$ cat src/rtl/ltd_pkg.sv
// ----------------------------------------------------------------------------
// ltd_pkg
// Shared types and constants for the lyric text deobfuscator: register
// indexes, character mapping constants and the beat formats between parts.
// ----------------------------------------------------------------------------
package ltd_pkg;

  // Configuration port geometry and register indexes.
  localparam int CfgDataW = 16;
  localparam int CfgIdxW  = 1;
  localparam logic [CfgIdxW-1:0] RegCharOffset = 1'b0;
  localparam logic [CfgIdxW-1:0] RegKeyByte    = 1'b1;

  // Character mapping.
  localparam logic [6:0] CharBase  = 7'd65;
  localparam int         OffsetMod = 43;
  localparam logic [7:0] PlainLow  = 8'd32;

  // Queue of decoded units between the front and back parts.
  localparam int UnitQDepth = 4;
  localparam int UnitQPtrW  = $clog2(UnitQDepth);
  localparam int UnitQCntW  = $clog2(UnitQDepth + 1);

  // Output queue in front of the result ports.
  localparam int OutQDepth = 2;
  localparam int OutQPtrW  = $clog2(OutQDepth);
  localparam int OutQCntW  = $clog2(OutQDepth + 1);

  // One 13-bit code unit with its end-of-string and error marks.
  typedef struct packed {
    logic [12:0] unit;
    logic        last;
    logic        err;
  } unit_item_t;

  // One result beat.
  typedef struct packed {
    logic [7:0] data;
    logic       last;
    logic       err;
  } out_beat_t;

endpackage

$ cat src/rtl/ltd_unit_queue.sv
// ----------------------------------------------------------------------------
// ltd_unit_queue
// Short register queue of code units that decouples the character front
// from the UTF-8 back.
// ----------------------------------------------------------------------------
module ltd_unit_queue (
  input  logic                clk_i,
  input  logic                rst_ni,
  input  logic                push_i,
  input  ltd_pkg::unit_item_t item_i,
  output logic                full_o,
  input  logic                pop_i,
  output logic                empty_o,
  output ltd_pkg::unit_item_t item_o
);

  ltd_pkg::unit_item_t                  mem_q [ltd_pkg::UnitQDepth];
  logic [ltd_pkg::UnitQPtrW-1:0]        wr_ptr_q, wr_ptr_d;
  logic [ltd_pkg::UnitQPtrW-1:0]        rd_ptr_q, rd_ptr_d;
  logic [ltd_pkg::UnitQCntW-1:0]        cnt_q, cnt_d;
  logic                                 do_push, do_pop;

  assign full_o  = (cnt_q == ltd_pkg::UnitQCntW'(ltd_pkg::UnitQDepth));
  assign empty_o = (cnt_q == '0);
  assign item_o  = mem_q[rd_ptr_q];

  assign do_push = push_i && !full_o;
  assign do_pop  = pop_i && !empty_o;

  // Pointer and fill count update.
  always_comb begin
    wr_ptr_d = wr_ptr_q;
    rd_ptr_d = rd_ptr_q;
    cnt_d    = cnt_q;
    if (do_push) begin
      wr_ptr_d = wr_ptr_q + 1'b1;
    end
    if (do_pop) begin
      rd_ptr_d = rd_ptr_q + 1'b1;
    end
    if (do_push && !do_pop) begin
      cnt_d = cnt_q + 1'b1;
    end else if (do_pop && !do_push) begin
      cnt_d = cnt_q - 1'b1;
    end
  end

  always_ff @(posedge clk_i or negedge rst_ni) begin
    if (!rst_ni) begin
      wr_ptr_q <= '0;
      rd_ptr_q <= '0;
      cnt_q    <= '0;
    end else begin
      wr_ptr_q <= wr_ptr_d;
      rd_ptr_q <= rd_ptr_d;
      cnt_q    <= cnt_d;
    end
  end

  // Storage needs no reset.
  always_ff @(posedge clk_i) begin
    if (do_push) begin
      mem_q[wr_ptr_q] <= item_i;
    end
  end

endmodule

$ cat src/rtl/ltd_front.sv
// ----------------------------------------------------------------------------
// ltd_front
// Holds the configuration, maps each character to a nibble, pairs nibbles
// into key-masked bytes and joins lead bytes into 13-bit code units.
// ----------------------------------------------------------------------------
module ltd_front (
  input  logic                          clk_i,
  input  logic                          rst_ni,
  input  logic                          cfg_we_i,
  input  logic [ltd_pkg::CfgIdxW-1:0]   cfg_idx_i,
  input  logic [ltd_pkg::CfgDataW-1:0]  cfg_wdata_i,
  input  logic                          accept_i,
  input  logic [7:0]                    text_char_i,
  input  logic                          end_of_text_i,
  output logic                          item_valid_o,
  output ltd_pkg::unit_item_t           item_o
);

  localparam logic [8:0] FoldBias = 9'd129;  // three times the modulus

  logic [5:0] offs_q;
  logic [7:0] key_q;

  logic       nib_wait_q, nib_wait_d;
  logic [3:0] high_nib_q, high_nib_d;
  logic       lead_wait_q, lead_wait_d;
  logic [4:0] lead_bits_q, lead_bits_d;
  logic       err_q, err_d;

  logic [8:0] fold;
  logic [5:0] offs_red;
  logic [6:0] shift;
  logic [8:0] diff;
  logic       in_range;
  logic [3:0] nib;
  logic       err_now;
  logic       have_byte;
  logic [7:0] byte_raw;
  logic [7:0] byte_key;
  logic       emit;

  // Offset modulo 43: 2^7 is -1 mod 43, so fold 7-bit digits with
  // alternating sign, then take off the remaining multiple of 43.
  always_comb begin
    fold = {2'b00, cfg_wdata_i[6:0]} + FoldBias + {7'd0, cfg_wdata_i[15:14]}
           - {2'b00, cfg_wdata_i[13:7]};
    offs_red = fold[5:0];
    for (int j = 1; j <= 6; j++) begin
      if (fold >= 9'(j * ltd_pkg::OffsetMod)) begin
        offs_red = 6'(fold - 9'(j * ltd_pkg::OffsetMod));
      end
    end
  end

  // Configuration registers; the offset is kept already reduced.
  always_ff @(posedge clk_i or negedge rst_ni) begin
    if (!rst_ni) begin
      offs_q <= '0;
      key_q  <= '0;
    end else if (cfg_we_i) begin
      case (cfg_idx_i)
        ltd_pkg::RegCharOffset: offs_q <= offs_red;
        ltd_pkg::RegKeyByte:    key_q  <= cfg_wdata_i[7:0];
        default: ;
      endcase
    end
  end

  // Character to nibble; anything outside the sixteen codes flags an error.
  assign shift    = ltd_pkg::CharBase + {1'b0, offs_q};
  assign diff     = {1'b0, text_char_i} - {2'b00, shift};
  assign in_range = (text_char_i >= {1'b0, shift}) && (diff[7:4] == 4'd0);
  assign nib      = in_range ? diff[3:0] : 4'd0;
  assign err_now  = err_q || !in_range;

  // Byte assembly, high nibble first, zero padding at the end of a string.
  always_comb begin
    have_byte = 1'b0;
    byte_raw  = 8'd0;
    if (nib_wait_q) begin
      have_byte = 1'b1;
      byte_raw  = {high_nib_q, nib};
    end else if (end_of_text_i) begin
      have_byte = 1'b1;
      byte_raw  = {nib, 4'd0};
    end
  end

  assign byte_key = byte_raw ^ key_q;

  // A byte becomes a unit unless it is a lead waiting for its partner.
  assign emit = have_byte &&
                (lead_wait_q || !(byte_key < ltd_pkg::PlainLow && !end_of_text_i));

  assign item_valid_o = accept_i && emit;
  assign item_o.unit  = lead_wait_q ? {lead_bits_q, byte_key} : {5'd0, byte_key};
  assign item_o.last  = end_of_text_i;
  assign item_o.err   = err_now;

  // Pairing and lead state.
  always_comb begin
    nib_wait_d  = nib_wait_q;
    high_nib_d  = high_nib_q;
    lead_wait_d = lead_wait_q;
    lead_bits_d = lead_bits_q;
    err_d       = err_q;
    if (accept_i) begin
      err_d = err_now;
      if (nib_wait_q) begin
        nib_wait_d = 1'b0;
      end else if (!end_of_text_i) begin
        high_nib_d = nib;
        nib_wait_d = 1'b1;
      end
      if (have_byte) begin
        if (lead_wait_q) begin
          lead_wait_d = 1'b0;
        end else if (!emit) begin
          lead_bits_d = byte_key[4:0];
          lead_wait_d = 1'b1;
        end
      end
      // The end of a string returns everything to its reset value.
      if (end_of_text_i) begin
        nib_wait_d  = 1'b0;
        high_nib_d  = 4'd0;
        lead_wait_d = 1'b0;
        lead_bits_d = 5'd0;
        err_d       = 1'b0;
      end
    end
  end

  always_ff @(posedge clk_i or negedge rst_ni) begin
    if (!rst_ni) begin
      nib_wait_q  <= 1'b0;
      high_nib_q  <= 4'd0;
      lead_wait_q <= 1'b0;
      lead_bits_q <= 5'd0;
      err_q       <= 1'b0;
    end else begin
      nib_wait_q  <= nib_wait_d;
      high_nib_q  <= high_nib_d;
      lead_wait_q <= lead_wait_d;
      lead_bits_q <= lead_bits_d;
      err_q       <= err_d;
    end
  end

endmodule

$ cat src/rtl/ltd_back.sv
// ----------------------------------------------------------------------------
// ltd_back
// Takes code units from the queue and sends each out as one to three UTF-8
// bytes, one byte per cycle while the output queue has room, through a two-entry output queue.
// ----------------------------------------------------------------------------
module ltd_back (
  input  logic                clk_i,
  input  logic                rst_ni,
  input  logic                unit_empty_i,
  input  ltd_pkg::unit_item_t unit_i,
  output logic                unit_pop_o,
  output logic                empty_o,
  input  logic                pop_i,
  output ltd_pkg::out_beat_t  beat_o
);

  logic                         cur_valid_q, cur_valid_d;
  ltd_pkg::unit_item_t          cur_q;
  logic [1:0]                   idx_q, idx_d;

  ltd_pkg::out_beat_t           oq_q [ltd_pkg::OutQDepth];
  logic [ltd_pkg::OutQPtrW-1:0] oq_wr_q, oq_rd_q;
  logic [ltd_pkg::OutQCntW-1:0] oq_cnt_q, oq_cnt_d;
  logic                         oq_full;
  logic                         oq_push, oq_pop;

  logic [1:0]                   n_bytes;
  logic                         last_of_unit;
  logic                         take;
  ltd_pkg::out_beat_t           beat_new;

  // Length of the UTF-8 form of the current unit.
  always_comb begin
    if (cur_q.unit < 13'h0080) begin
      n_bytes = 2'd1;
    end else if (cur_q.unit < 13'h0800) begin
      n_bytes = 2'd2;
    end else begin
      n_bytes = 2'd3;
    end
  end

  assign last_of_unit = (idx_q == n_bytes - 2'd1);

  // Byte at the current position of the encoding.
  always_comb begin
    beat_new.data = cur_q.unit[7:0];
    case (n_bytes)
      2'd2: begin
        if (idx_q == 2'd0) begin
          beat_new.data = {3'b110, cur_q.unit[10:6]};
        end else begin
          beat_new.data = {2'b10, cur_q.unit[5:0]};
        end
      end
      2'd3: begin
        if (idx_q == 2'd0) begin
          beat_new.data = {7'b1110000, cur_q.unit[12]};
        end else if (idx_q == 2'd1) begin
          beat_new.data = {2'b10, cur_q.unit[11:6]};
        end else begin
          beat_new.data = {2'b10, cur_q.unit[5:0]};
        end
      end
      default: beat_new.data = {1'b0, cur_q.unit[6:0]};
    endcase
    beat_new.last = cur_q.last && last_of_unit;
    beat_new.err  = cur_q.err;
  end

  // Sequencing over the bytes of a unit; the next unit loads as the last
  // byte of this one leaves.
  assign oq_full    = (oq_cnt_q == ltd_pkg::OutQCntW'(ltd_pkg::OutQDepth));
  assign oq_push    = cur_valid_q && !oq_full;
  assign take       = !cur_valid_q || (oq_push && last_of_unit);
  assign unit_pop_o = take && !unit_empty_i;

  always_comb begin
    cur_valid_d = cur_valid_q;
    idx_d       = idx_q;
    if (take) begin
      cur_valid_d = !unit_empty_i;
      idx_d       = 2'd0;
    end else if (oq_push) begin
      idx_d = idx_q + 2'd1;
    end
  end

  always_ff @(posedge clk_i or negedge rst_ni) begin
    if (!rst_ni) begin
      cur_valid_q <= 1'b0;
      idx_q       <= 2'd0;
    end else begin
      cur_valid_q <= cur_valid_d;
      idx_q       <= idx_d;
    end
  end

  always_ff @(posedge clk_i) begin
    if (unit_pop_o) begin
      cur_q <= unit_i;
    end
  end

  // Output queue towards the result ports.
  assign empty_o = (oq_cnt_q == '0);
  assign oq_pop  = pop_i && !empty_o;
  assign beat_o  = oq_q[oq_rd_q];

  always_comb begin
    oq_cnt_d = oq_cnt_q;
    if (oq_push && !oq_pop) begin
      oq_cnt_d = oq_cnt_q + 1'b1;
    end else if (oq_pop && !oq_push) begin
      oq_cnt_d = oq_cnt_q - 1'b1;
    end
  end

  always_ff @(posedge clk_i or negedge rst_ni) begin
    if (!rst_ni) begin
      oq_wr_q  <= '0;
      oq_rd_q  <= '0;
      oq_cnt_q <= '0;
    end else begin
      if (oq_push) begin
        oq_wr_q <= oq_wr_q + 1'b1;
      end
      if (oq_pop) begin
        oq_rd_q <= oq_rd_q + 1'b1;
      end
      oq_cnt_q <= oq_cnt_d;
    end
  end

  always_ff @(posedge clk_i) begin
    if (oq_push) begin
      oq_q[oq_wr_q] <= beat_new;
    end
  end

endmodule

$ cat src/rtl/lyric_text_deobfuscator.sv
// ----------------------------------------------------------------------------
// lyric_text_deobfuscator
// Decodes a stream of obfuscated characters into UTF-8 bytes.
// ----------------------------------------------------------------------------
// One character is taken per clock while full is low. The front part turns
// characters into 13-bit code units in the cycle of acceptance and writes them
// into a four-entry unit queue; full rises only when that queue is full. The
// back part emits one UTF-8 byte per clock while its output queue has room. A
// completed unit is written into the unit queue, then loaded into the current
// unit register, and its bytes go through the output queue. Inside a string two
// characters make a byte and a lead needs four for its unit, but the last
// character of a string completes a byte on its own, so runs of very short
// strings or of multi-byte units can ask for more than one byte per character.
// The unit queue then fills and full holds the input back until the back part
// catches up. Text that averages under one byte per character streams at one
// character per cycle while results are popped. bad_char stays set from a bad
// character to the end of its string.
// ----------------------------------------------------------------------------
module lyric_text_deobfuscator (
  input  logic                          clk_i,
  input  logic                          rst_ni,
  input  logic                          cfg_we_i,
  input  logic [ltd_pkg::CfgIdxW-1:0]   cfg_idx_i,
  input  logic [ltd_pkg::CfgDataW-1:0]  cfg_wdata_i,
  input  logic                          push,
  output logic                          full,
  input  logic [7:0]                    text_char_i,
  input  logic                          end_of_text_i,
  output logic                          empty,
  input  logic                          pop,
  output logic [7:0]                    utf8_byte_o,
  output logic                          final_byte_o,
  output logic                          bad_char_o
);

  logic                accept;
  logic                unit_push;
  ltd_pkg::unit_item_t unit_in;
  ltd_pkg::unit_item_t unit_out;
  logic                unit_empty;
  logic                unit_pop;
  ltd_pkg::out_beat_t  beat;

  assign accept = push && !full;

  // Character front.
  ltd_front u_front (
    .clk_i         (clk_i),
    .rst_ni        (rst_ni),
    .cfg_we_i      (cfg_we_i),
    .cfg_idx_i     (cfg_idx_i),
    .cfg_wdata_i   (cfg_wdata_i),
    .accept_i      (accept),
    .text_char_i   (text_char_i),
    .end_of_text_i (end_of_text_i),
    .item_valid_o  (unit_push),
    .item_o        (unit_in)
  );

  // Unit queue between front and back.
  ltd_unit_queue u_queue (
    .clk_i   (clk_i),
    .rst_ni  (rst_ni),
    .push_i  (unit_push),
    .item_i  (unit_in),
    .full_o  (full),
    .pop_i   (unit_pop),
    .empty_o (unit_empty),
    .item_o  (unit_out)
  );

  // UTF-8 back.
  ltd_back u_back (
    .clk_i        (clk_i),
    .rst_ni       (rst_ni),
    .unit_empty_i (unit_empty),
    .unit_i       (unit_out),
    .unit_pop_o   (unit_pop),
    .empty_o      (empty),
    .pop_i        (pop),
    .beat_o       (beat)
  );

  assign utf8_byte_o  = beat.data;
  assign final_byte_o = beat.last;
  assign bad_char_o   = beat.err;

endmodule

$ cat config.mk
export PLATFORM = sky130hd
export DESIGN_NAME = lyric_text_deobfuscator
export DESIGN_NICKNAME = d
export VERILOG_FILES = /design/src/rtl/ltd_pkg.sv /design/src/rtl/ltd_unit_queue.sv /design/src/rtl/ltd_front.sv /design/src/rtl/ltd_back.sv /design/src/rtl/lyric_text_deobfuscator.sv
export SDC_FILE = /design/constraint.sdc
export NUM_CORES = 1
export LEC_CHECK = 0
export ABC_AREA = 0
export CORE_MARGIN = 2
export CORE_UTILIZATION = 50
export DETAILED_ROUTE_END_ITERATION = 8
export DONT_BUFFER_PORTS = 1
export GPL_TIMING_DRIVEN = 0
export PLACE_DENSITY = 0.68
export SYNTH_ARGS = -nofsm -noshare
export SYNTH_HDL_FRONTEND = slang
export SYNTH_HIERARCHICAL = 1
export SYNTH_SLANG_ARGS = --single-unit
export TNS_END_PERCENT = 30
$ cat constraint.sdc
create_clock -name clk_i -period 5.4 [get_ports clk_i]
set_input_delay 0 -clock clk_i [delete_from_list [all_inputs] [get_ports clk_i]]
set_output_delay 0 -clock clk_i [all_outputs]
set_load 0.03 [all_outputs]
==> impl_metrics.yaml <==
route:
  vias: 5161
  drtIter0Drc: 479
  antenna_left: 0
  wl_per_cell_um: 19.2
  drt_wl_total_mm: 16.4
  firstDrtPassIters: 5
  drc: 0
  viasPerCell: 6.05
floorplan:
  initial_core_util_pct: 50.7
  die_h_um: 128
  fp.dieArea_sq_um: 16300
  num_rows: 45
  dieWidth_um: 128
  boundaryPins: 43
  coreArea_sq_um: 15100
run:
  maxCapViolCount: 0
finish:
  layout_commonest_cell: "edfxtp_1"
  fin_nets: 731
  fillers: 1219
  final_cell_mix: "edfxtp_1 (95), ha_1 (44), inv_1 (43)"
  final_area_sq_um: 8630
  syn_to_final_growth_pct: 12.9
  antenna-diode-count: 0
  drive_gt1_share_pct: 14.1
power_and_ir_drop:
  internal-power_mw: 2.96
  p_leak_nw: 3.32
  clock_power_share_pct: 23.2
  p_switching_mw: 1.76
  seq_power_share_pct: 36.6
  p_sw_share_pct: 37.3
  vdd.ir_drop.worst_mv: 0.321
  power_density_nw_per_um2: 547
  p_comb_share_pct: 40.2
clock_tree:
  cts_buffers: 17
  cts_buffer_depth: 2
  cts-resized-gates: 0
  insertion_delay_ps: 420
  cts.clk_slew.worst_paths_ps: 60
  htree_levels: 4
  cts_sinks: 135
  cts_root_buf: "clkbuf_16"
  cts_tree: "built"
placed_design:
  place_congestion: 0.927
  placedInstanceArea_sq_um: 7880
  port_buffers: 0
  dp_hpwl_mm: 11.8
synthesis:
  ys_ff_latch: 135
  netlist_instances: 616
  synth.largest_area_cell: "edfxtp_1"
  synth_area_leaders: "edfxtp_1 (37%), dfrtp_1 (13%), ha_1 (7.2%)"
  synth_cell_type_count: 89
  async_reset_ff_share_pct: 29.6
  syn-num-nets: 695
  synth_flop_cell: "edfxtp_1"
  synth_edf_count: 95
  syn_area_sq_um: 7640
  ys_warn_count: 6
  yosysSeqAreaShare_pct: 50.4
  yosys.area.top_type_share_pct: 37.3
  syn_area_per_cell_sq_um: 12.4
timing:
  slew_viol_final: 0
  fin_setup_tns_ps: 0
  hold_violations: 0
  rsz0062_at_grt: "no"
  finalSetupViolations: 0
  post-route-period-util_pct: 93.6
  fin_worst_skew_ps: 6.83
  fin_crit_ps: 5050
  maxSlewHeadroom_pct: 37.4
  worst_pin_slew_ps: 935
  fmax_mhz: 198
setup_path:
  worstPathRequired_ps: 5710
  critical_path_class: "primary input to flop"
  crit_path_max_fanout: 8
  cp-start-kind: "primary input"
  cp_data_arrival_time_ps: 5360
  worst_setup_path_end_kind: "flop"
worst_hold_path:
  hp-class: "primary input to asynchronous set/reset pin"
status:
  status: "completed"
global_routing:
  antenna_found_initial: 0
  track_usage_pct: 21.5
  grt_pass1_wl_mm: 27.1
  grt_max_degree: 41
  gr-total-overflow: 0
  grt_pass1_vias: 5234
## through the flow
| step | hold WS, ps | setup WS, ps | total power [mW] | utilization (%) | std cells |
|---|---|---|---|---|---|
| floorplan | -296 | 1110 | 3.18 | - | 616 |
| global placement | -291 | 584 | 3.54 | 52.2 | 804 |
| detailed placement | -294 | 508 | 3.60 | 52.2 | 804 |
| CTS | 58.8 | 464 | 4.74 | 57.2 | 853 |
| global route | 48.6 | 164 | 5.03 | 57.2 | 853 |
| finish | 48.0 | 347 | 4.72 | 57.2 | 853 |
## worst max-delay path, cell delays in order
cell and delay, ps:
dlygate4sd3_1 520, inv_1 60, fa_1 580, inv_1 50
ha_1 180, o211a_2 300, nor3_1 560, nor2_1 340
inv_1 260, ha_1 290, a221oi_1 120, nor4_1 420
o21ai_1 230, and2_1 230, clkbuf_1 180, a31o_2 270
a211oi_1 440, mux2i_1 250, nand2_1 60
## layout make-up
cell class,instances,area [sq um],area share [%]
flip-flops and latches,135,3850,44.7
inverters,43,161,1.87
plain buffers,20,150,1.74
clock buffers,17,425,4.93
clock inverters,15,146,1.70
well taps,188,235,2.73
multi-input cells,418,3480,40.3
repair buffers,17,180,2.09
## logic make-up (layout without fill, tap and decap cells)
kind of cell | Yosys count | count (layout) | share of synthesized area (%)
adder cells (fa/ha/maj) | 48 | 48 | 8.25
AND/OR/NAND/NOR | 145 | 145 | 10.5
XOR/XNOR | 37 | 37 | 4.24
buffers and inverters | 63 | 112 | 4.08
flip-flops | 135 | 135 | 50.4
multiplexers | 38 | 38 | 7.99
AO/OA/AOI/OAI | 150 | 150 | 14.6
## power by group through the flow
| stage | Sequential (mW) | Combinational, mW | Clock, mW |
|---|---|---|---|
| floorplan | 1.68 | 1.50 | 0 |
| global placement | 1.72 | 1.82 | 0 |
| detailed placement | 1.75 | 1.86 | 0 |
| CTS | 1.73 | 1.90 | 1.12 |
| global route | 1.76 | 2.10 | 1.17 |
| finish | 1.73 | 1.90 | 1.10 |
## registers in the layout (all words and copies together) (netlist names), 3 cells and up
signal,count
u_back/cur_q,14
u_queue/mem_q,60
u_front/offs_q,6
u_back/oq_q,20
u_queue/cnt_q,3
u_front/lead_bits_q,5
u_front/high_nib_q,4
u_front/key_q,8
## per-layer routing
| metal | global-route usage, % | wire, um | vias to the layer above |
|---|---|---|---|
| li1 | - | - | 2404 |
| met5 | 0 | 0 | - |
| met4 | 7.43 | 289 | 0 |
| met3 | 5.99 | 994 | 21 |
| met2 | 36.0 | 8040 | 207 |
| met1 | 27.0 | 7050 | 2529 |
## synth_stat cells (4+ instances only)
cell	instances
o21a_1	12
clkbuf_1	7
mux2_2	17
xnor2_1	25
and2_1	13
ha_1	44
nand2_1	36
xor2_1	12
a21o_1	9
a211o_1	5
nand2b_1	10
inv_1	43
o2bb2ai_1	5
mux4_1	4
o311ai_0	4
nor2_1	22
nor3b_1	4
mux2i_1	4
a21oi_1	24
o211ai_1	4
nand3b_1	6
dfrtp_1	40
nand3_1	13
and3_1	5
nor2b_1	6
o21ai_0	18
o31ai_1	5
a31oi_1	6
a22o_1	4
edfxtp_1	95
o21ai_1	4
buf_6	4
o22ai_1	6
nor3_1	8
mux4_2	11
a211oi_1	6
fa_1	4
buf_2	4
## repair_timing
action                                  in CTS  in global routing
setup buffers                                0                  0
hold endpoints to repair                    65                  0
endpoints found under the setup margin       0                  0
hold buffers                                17                  0
## path summary, 6_finish.rpt
check                                              startpoint                           endpoint  slack [ps]  cells after the start
worst max-delay path                           cfg_wdata_i[0]      u_front/offs_q[5]$_DFFE_PN0P_         350                     19
worst min-delay path                                   rst_ni    u_queue/rd_ptr_q[1]$_DFFE_PN0P_          50                      2
worst max register to register  u_front/offs_q[0]$_DFFE_PN0P_       u_queue/cnt_q[2]$_DFFE_PN0P_         490                     20
worst min register to register   u_queue/cnt_q[2]$_DFFE_PN0P_       u_queue/cnt_q[2]$_DFFE_PN0P_         490                      1
max in group asynchronous                              rst_ni  u_front/high_nib_q[1]$_DFFE_PN0P_        5140                      2
min in group clk_i                             text_char_i[0]  u_front/high_nib_q[0]$_DFFE_PN0P_          70                      4
(Power assumes the default switching activity.)
